[src/rtl/core/wpsb_pkg.sv]
// shared constants and helpers for the phosphate sorption balance pipeline
package wpsb_pkg;

    localparam int VALUE_WIDTH_DEF = 48;
    localparam int CONC_W          = 32;
    localparam int RATE_W          = 25;
    localparam int SHARE_W         = 17;
    localparam int CS_W            = 51;
    localparam int SHARE_BITS      = 16;
    localparam int CONC_BITS       = 16;
    localparam int RATE_BITS       = 24;
    localparam int LIMB_W          = 32;
    localparam int CFG_IDX_W       = 3;
    localparam int CFG_DATA_W      = 32;

    typedef enum logic [CFG_IDX_W-1:0] {
        REG_SUSP_FOREST,
        REG_SUSP_GRASS,
        REG_SUSP_CROP,
        REG_MAX_SORPTION,
        REG_HALF_SAT
    } cfg_reg_t;

    function automatic int limbs(input int w);
        return (w + LIMB_W - 1) / LIMB_W;
    endfunction

    function automatic int max2(input int x, input int y);
        return (x > y) ? x : y;
    endfunction

    // common latency of every product unit, set by the widest product
    function automatic int mul_latency(input int w);
        int m;
        m = limbs(w) * limbs(RATE_W);
        m = max2(m, limbs(CONC_W) * limbs(w));
        m = max2(m, limbs(w + RATE_W) * limbs(CS_W));
        m = max2(m, limbs(w + 21) * limbs(w + 21));
        m = max2(m, limbs(w + 16) * limbs(w + 1));
        m = max2(m, 2);
        return 1 + $clog2(m);
    endfunction

endpackage

[src/rtl/core/wpsb_mul.sv]
// pipelined multiplier built from 32x32 partial products and a registered adder tree
module wpsb_mul #(
    parameter int AW  = 32,
    parameter int BW  = 32,
    parameter int LAT = 3
) (
    input  logic          clk,
    input  logic          en,
    input  logic [AW-1:0] a,
    input  logic [BW-1:0] b,
    output logic [AW+BW-1:0] p
);

    localparam int LW  = wpsb_pkg::LIMB_W;
    localparam int LA  = wpsb_pkg::limbs(AW);
    localparam int LB  = wpsb_pkg::limbs(BW);
    localparam int NP  = LA * LB;
    localparam int LEV = $clog2(NP);
    localparam int NL  = 1 << LEV;
    localparam int PW  = AW + BW;
    localparam int EW  = LW * (LA + LB);
    localparam int PAD = LAT - 1 - LEV;

    logic [LW*LA-1:0] a_ext;
    logic [LW*LB-1:0] b_ext;
    logic [PW-1:0]    tree_reg [1:2*NL-1];

    assign a_ext = (LW*LA)'(a);
    assign b_ext = (LW*LB)'(b);

    for (genvar k = 0; k < NL; k++) begin : g_leaf
        if (k < NP) begin : g_pp
            localparam int LI = k / LB;
            localparam int LJ = k % LB;
            logic [2*LW-1:0] pp;
            logic [EW-1:0]   ps;
            assign pp = a_ext[LI*LW +: LW] * b_ext[LJ*LW +: LW];
            assign ps = EW'(pp) << (LW * (LI + LJ));
            always_ff @(posedge clk)
            begin
                if (en)
                begin
                    tree_reg[NL+k] <= ps[PW-1:0];
                end
            end
        end else begin : g_zero
            always_ff @(posedge clk)
            begin
                if (en)
                begin
                    tree_reg[NL+k] <= '0;
                end
            end
        end
    end

    for (genvar n = 1; n < NL; n++) begin : g_node
        always_ff @(posedge clk)
        begin
            if (en)
            begin
                tree_reg[n] <= tree_reg[2*n] + tree_reg[2*n+1];
            end
        end
    end

    if (PAD > 0) begin : g_pad
        logic [PW-1:0] pad_reg [0:PAD-1];
        always_ff @(posedge clk)
        begin
            if (en)
            begin
                pad_reg[0] <= tree_reg[1];
                for (int i = 1; i < PAD; i++)
                begin
                    pad_reg[i] <= pad_reg[i-1];
                end
            end
        end
        assign p = pad_reg[PAD-1];
    end else begin : g_nopad
        assign p = tree_reg[1];
    end

endmodule

[config.mk]
export PLATFORM = sky130hd
export DESIGN_NAME = wpsb_mul
export DESIGN_NICKNAME = d
export VERILOG_FILES = /design/src/rtl/core/wpsb_pkg.sv /design/src/rtl/core/wpsb_mul.sv
export SDC_FILE = /design/constraint.sdc
export NUM_CORES = 2
export LEC_CHECK = 0
export CORE_MARGIN = 8
export CORE_UTILIZATION = 55
export CTS_CLUSTER_DIAMETER = 50
export DETAILED_ROUTE_END_ITERATION = 7
export DONT_BUFFER_PORTS = 1
export PLACE_DENSITY = 0.7
export SLEW_MARGIN = 20
export SYNTH_ARGS = -nofsm -noshare
export SYNTH_HDL_FRONTEND = slang
export SYNTH_SLANG_ARGS = --single-unit
[constraint.sdc]
create_clock -name clk -period 10.6 [get_ports clk]
set_input_delay 1.59 -clock clk [delete_from_list [all_inputs] [get_ports clk]]
set_output_delay 1.59 -clock clk [all_outputs]
set_load 0.05 [all_outputs]
* Word-level counts from Yosys, hierarchy flattened *
Memories as Yosys holds them, arrays and structs flattened.
Cells that the tools add are included.

word-level totals
  input bits = 66
  memories kept = 2
  output and inout bits = 64
  register bits = 0
  memory bits (writable) = 192
  logic and storage cells = 5

operators by class
  $mul = 1
  muxes and demuxes = 2

memories
  name           depth  bits a word  read ports  clocked after Yosys merged registers in  wr ports  RTL line        text
  g_pad.pad_reg  2      64           2           0                                        2         wpsb_mul.sv:68  logic [PW-1:0] pad_reg [0:PAD-1];
  tree_reg       1      64           1           0                                        1         wpsb_mul.sv:26  logic [PW-1:0] tree_reg [1:2*NL-1];

operator list
  operator                                        number
  32-bit by 32-bit multiplier with 64-bit output  1
  1-bit 2-to-1 mux                                2

* Longest topological paths before layout *
  word-level depth = 2
  mapped depth = 29
  depth with buffers taken out = 27

* Worst setup path before layout *
No wires, ideal clock.

  kind = input -> register
  start = in a[16]
  end = mem tree_reg[1][63] in the netlist's numbering, data pin
  slack = 2.194 ns
  stages on the path = 24
  arrival = 8.142 ns
  setup time = 0.264 ns
  required time = 10.336 ns
  buffers on the path = 1
  cell sequence = clkbuf_1 > and2_1 > fa_1 > inv_1 > fa_1 > fa_1 > fa_1 > inv_1 > fa_1 > inv_1 > fa_1 > inv_1 > fa_1 > fa_1 > ha_1 > a21o_1 > a31oi_1 > o211ai_1 > nor4b_1 > o21ai_1 > a21boi_1 > o21ai_1 > a221oi_1 > xnor2_1

between the ends
  word-level cells in the longest chain between the ends = 1

ends and longest elaborated chain
  what                                            RTL line        text
  start, declared                                 wpsb_mul.sv:9   input logic [AW-1:0] a,
  32-bit by 32-bit multiplier with 64-bit output  wpsb_mul.sv:37  assign pp = a_ext[LI*LW +: LW] * b_ext[LJ*LW +: LW];
  net g_leaf[0].g_pp.pp[63]                       wpsb_mul.sv:35  logic [2*LW-1:0] pp;
  end, declared                                   wpsb_mul.sv:26

The timed path passes the listed nets, and every way through them passes these cells.

* Final worst setup path *
Same ends and word-level chain as after synthesis.

==> flow_metrics.env <==
export IMPL_dieArea_um2=80700
export IMPL_min_path_cells=0
export IMPL_synth_edf_count=192
export IMPL_post_route_period_util_pct=84.2
export IMPL_synth_area_um2=39500
export IMPL_synth_area_mux_share_pct=0.0253
export IMPL_die_w_um=284
export IMPL_io_pins=130
export IMPL_slew_headroom_pct=34.4
export IMPL_critPathKind="primary input to flip-flop"
export IMPL_synthSimpleGateAreaFrac_pct=15.4
export IMPL_critPathMaxFanout=32
export IMPL_worstSetupStartpoint="a[16]"
export IMPL_drt_wl_total_um=98700
export IMPL_synth_fa_ha_area_share_pct=53.7
export IMPL_initial_utilization_pct=55.4
export IMPL_numClockSinks=192
export IMPL_ys_ff_latch=192
export IMPL_wl_per_cell_um=21.3
export IMPL_cts_made_buffers=17
export IMPL_status="completed"
export IMPL_viasPerCell=5.50
export IMPL_overflow=0
export IMPL_synth_avg_cell_area_um2=10.0
export IMPL_grt_first_pass_wirelength_um=158000
export IMPL_synth_top_family_by_area="adder cells"
export IMPL_insertion_delay_ps=420
export IMPL_place_congestion=0.873
export IMPL_fin_skew_ps=4.38
export IMPL_grt_max_degree=193
export IMPL_regToRegSetupSlack_ps=9960
export IMPL_max_cap_violations=0
export IMPL_finalMaxSlewViolations=0
export IMPL_largest_reg_flops=128
export IMPL_dieHeight_um=284
export IMPL_worstHoldPathType="flip-flop to flip-flop"
export IMPL_core_region_area_um2=71400
export IMPL_worstReg2RegEnd="g_pad.pad_reg[0][64]"
export IMPL_clock_path_buffers=2
export IMPL_cp_required_ps=10770
export IMPL_antenna_found_initial=6
export IMPL_initialDrtViolationCount=1915
export IMPL_globalRouteMet2Util_pct=39.6
export IMPL_synth_compound_gate_area_share_pct=3.54
export IMPL_synth_xor_area_share_pct=1.33
export IMPL_syn_to_final_growth_pct=1.34
export IMPL_met3_usage_pct=6.45
export IMPL_tightestPinTransition_ps=970
export IMPL_hold_path_endpoint="g_pad.pad_reg[0][6]"
export IMPL_dp_hpwl_um=75700
export IMPL_dr_pass1_iters=5
export IMPL_worstPathArrival_ps=9090
export IMPL_tritoncts="yes"
export IMPL_cts_setup_buffers=0
export IMPL_timing_rr_start="g_pad.pad_reg[0][0]"
export IMPL_grt_usage_pct=24.9
export IMPL_post_cts_resize_count=0
export IMPL_fmax_mhz=112
export IMPL_syn_nets=5160
export IMPL_nets=4901
export IMPL_end_kind="flip-flop"
export IMPL_min_period_ps=8920
export IMPL_setup_viol=0
export IMPL_hold_violations=0
export IMPL_drc_errors=0
export IMPL_timing_hold_ws_ps=416
export IMPL_met1_usage_pct=34.0
export IMPL_synth_seq_area_share_pct=14.6
export IMPL_cts_hold_buf=0
export IMPL_portBuffers=0
export IMPL_grt_pass1_vias=27800
export IMPL_synthFlopType="edfxtp_1"
export IMPL_finalSetupTns_ps=0
export IMPL_synth_cell_types=65
export IMPL_core_rowCount=98
export IMPL_drive_gt1_share_pct=1.30
export IMPL_worstRegToRegCells=0
export IMPL_synthesis_yosys_warnings=0
export IMPL_netlist_instances=3935
export IMPL_cts_root_buffer="clkbuf_16"
export IMPL_final_antenna_net_count=0
export IMPL_async_flop_share_pct=0
export IMPL_vias=25500
export IMPL_regArea_um2=5770
export IMPL_grt_busiest_layer="met2"
export IMPL_clk_pin_slew_worst_paths_ps=70
export IMPL_crit_path_start_kind="primary input"
export IMPL_multi_input_area_um2=29200
export IMPL_nFillCells=6284
export IMPL_h_tree_depth=4
export IMPL_grt_setup_unrepaired="no"
export IMPL_hold_start="tree_reg[1][6]"
-- stage by stage --
step	util, %	area [um2]	cells	setup slack [ps]
5_1_grt	56.1	40100	4639	1380
6_report	56.1	40100	4642	1680
3_3_place_gp	55.3	39400	4607	1460
4_1_cts	56.1	40100	4639	1770
3_5_place_dp	55.3	39400	4607	1340
2_1_floorplan	-	39500	3935	2190
-- layout make-up --
class | instances | share of cell area, %
Antenna cell | 3 | 0.0187
Clock buffer | 17 | 1.06
Clock inverter | 15 | 0.484
Inverter | 865 | 8.11
Multi-Input combinational cell | 2600 | 73.0
Sequential cell | 192 | 14.4
Tap cell | 950 | 2.97
-- how the worst max path moves through the flow --
stage,end,slack (ps),cells past startpoint
final,tree_reg[1][63],1680,23
after detailed placement,tree_reg[1][63],1340,23
after global routing,tree_reg[1][63],1380,23
after floorplan,tree_reg[1][63],2190,24
after global placement,tree_reg[1][63],1460,23
after CTS,tree_reg[1][63],1770,23
-- cells in the final DEF, fill, tap and decap left out, types with 17 or more instances in the layout --
cell | synthesis | final
fa_1 | 896 | 896
inv_1 | 865 | 865
and2_1 | 604 | 604
nand2_1 | 473 | 473
ha_1 | 263 | 263
edfxtp_1 | 192 | 192
a21oi_1 | 64 | 64
xnor2_1 | 44 | 44
a21o_1 | 35 | 35
o21ai_0 | 30 | 30
nor2_1 | 26 | 26
nand3_1 | 18 | 18
clkbuf_16 | 0 | 17
-- critical path, cell delays in order --
cell	delay, ps
and2_1	160
fa_1	530
inv_1	50
fa_1	490
fa_1	460
fa_1	570
inv_1	60
fa_1	510
inv_1	60
fa_1	530
inv_1	50
fa_1	490
fa_1	420
ha_1	370
a21o_1	220
a31oi_1	300
o211ai_1	170
nor4b_1	820
o21ai_1	280
a21boi_1	310
o21ai_1	190
a221oi_1	340
xnor2_1	100
-- cell families after synthesis --
logic type,Yosys count
AND/OR/NAND/NOR,1169
adder cells (fa/ha/maj),1159
buffers and inverters,1143
AO/OA/AOI/OAI,211
flip-flops,192
XOR/XNOR,60
multiplexers,1
-- synthesized netlist by cell type (3+ instances only) --
library cell | number | area (um2)
o31ai_1 | 6 | 45.0
fa_1 | 896 | 17900
a221oi_1 | 4 | 35.0
inv_1 | 865 | 3250
a21oi_1 | 64 | 320
xnor2_1 | 44 | 385
and3_1 | 10 | 62.6
xor2_1 | 16 | 140
o21ai_0 | 30 | 150
and2_1 | 604 | 3780
nor3_1 | 5 | 25.0
o21bai_1 | 11 | 82.6
a31oi_1 | 13 | 81.3
edfxtp_1 | 192 | 5770
o31a_1 | 3 | 26.3
nand2_1 | 473 | 1780
a211oi_1 | 4 | 30.0
nand4_1 | 11 | 68.8
clkbuf_1 | 211 | 792
ha_1 | 263 | 3290
o21a_1 | 6 | 45.0
a21o_1 | 35 | 263
nand3_1 | 18 | 90.1
o21ai_1 | 7 | 35.0
nor2b_1 | 5 | 31.3
buf_4 | 64 | 480
nor2_1 | 26 | 97.6
-- routing by layer --
layer | up-vias | wire [um]
met5 | - | 0
met1 | 13300 | 40700
met4 | 0 | 2430
li1 | 11000 | -
met3 | 159 | 10200
met2 | 1039 | 45300
Power is left out: the tool's default activity adds up to more than one toggle a clock period on the data nets, which glitch-free logic cannot reach.
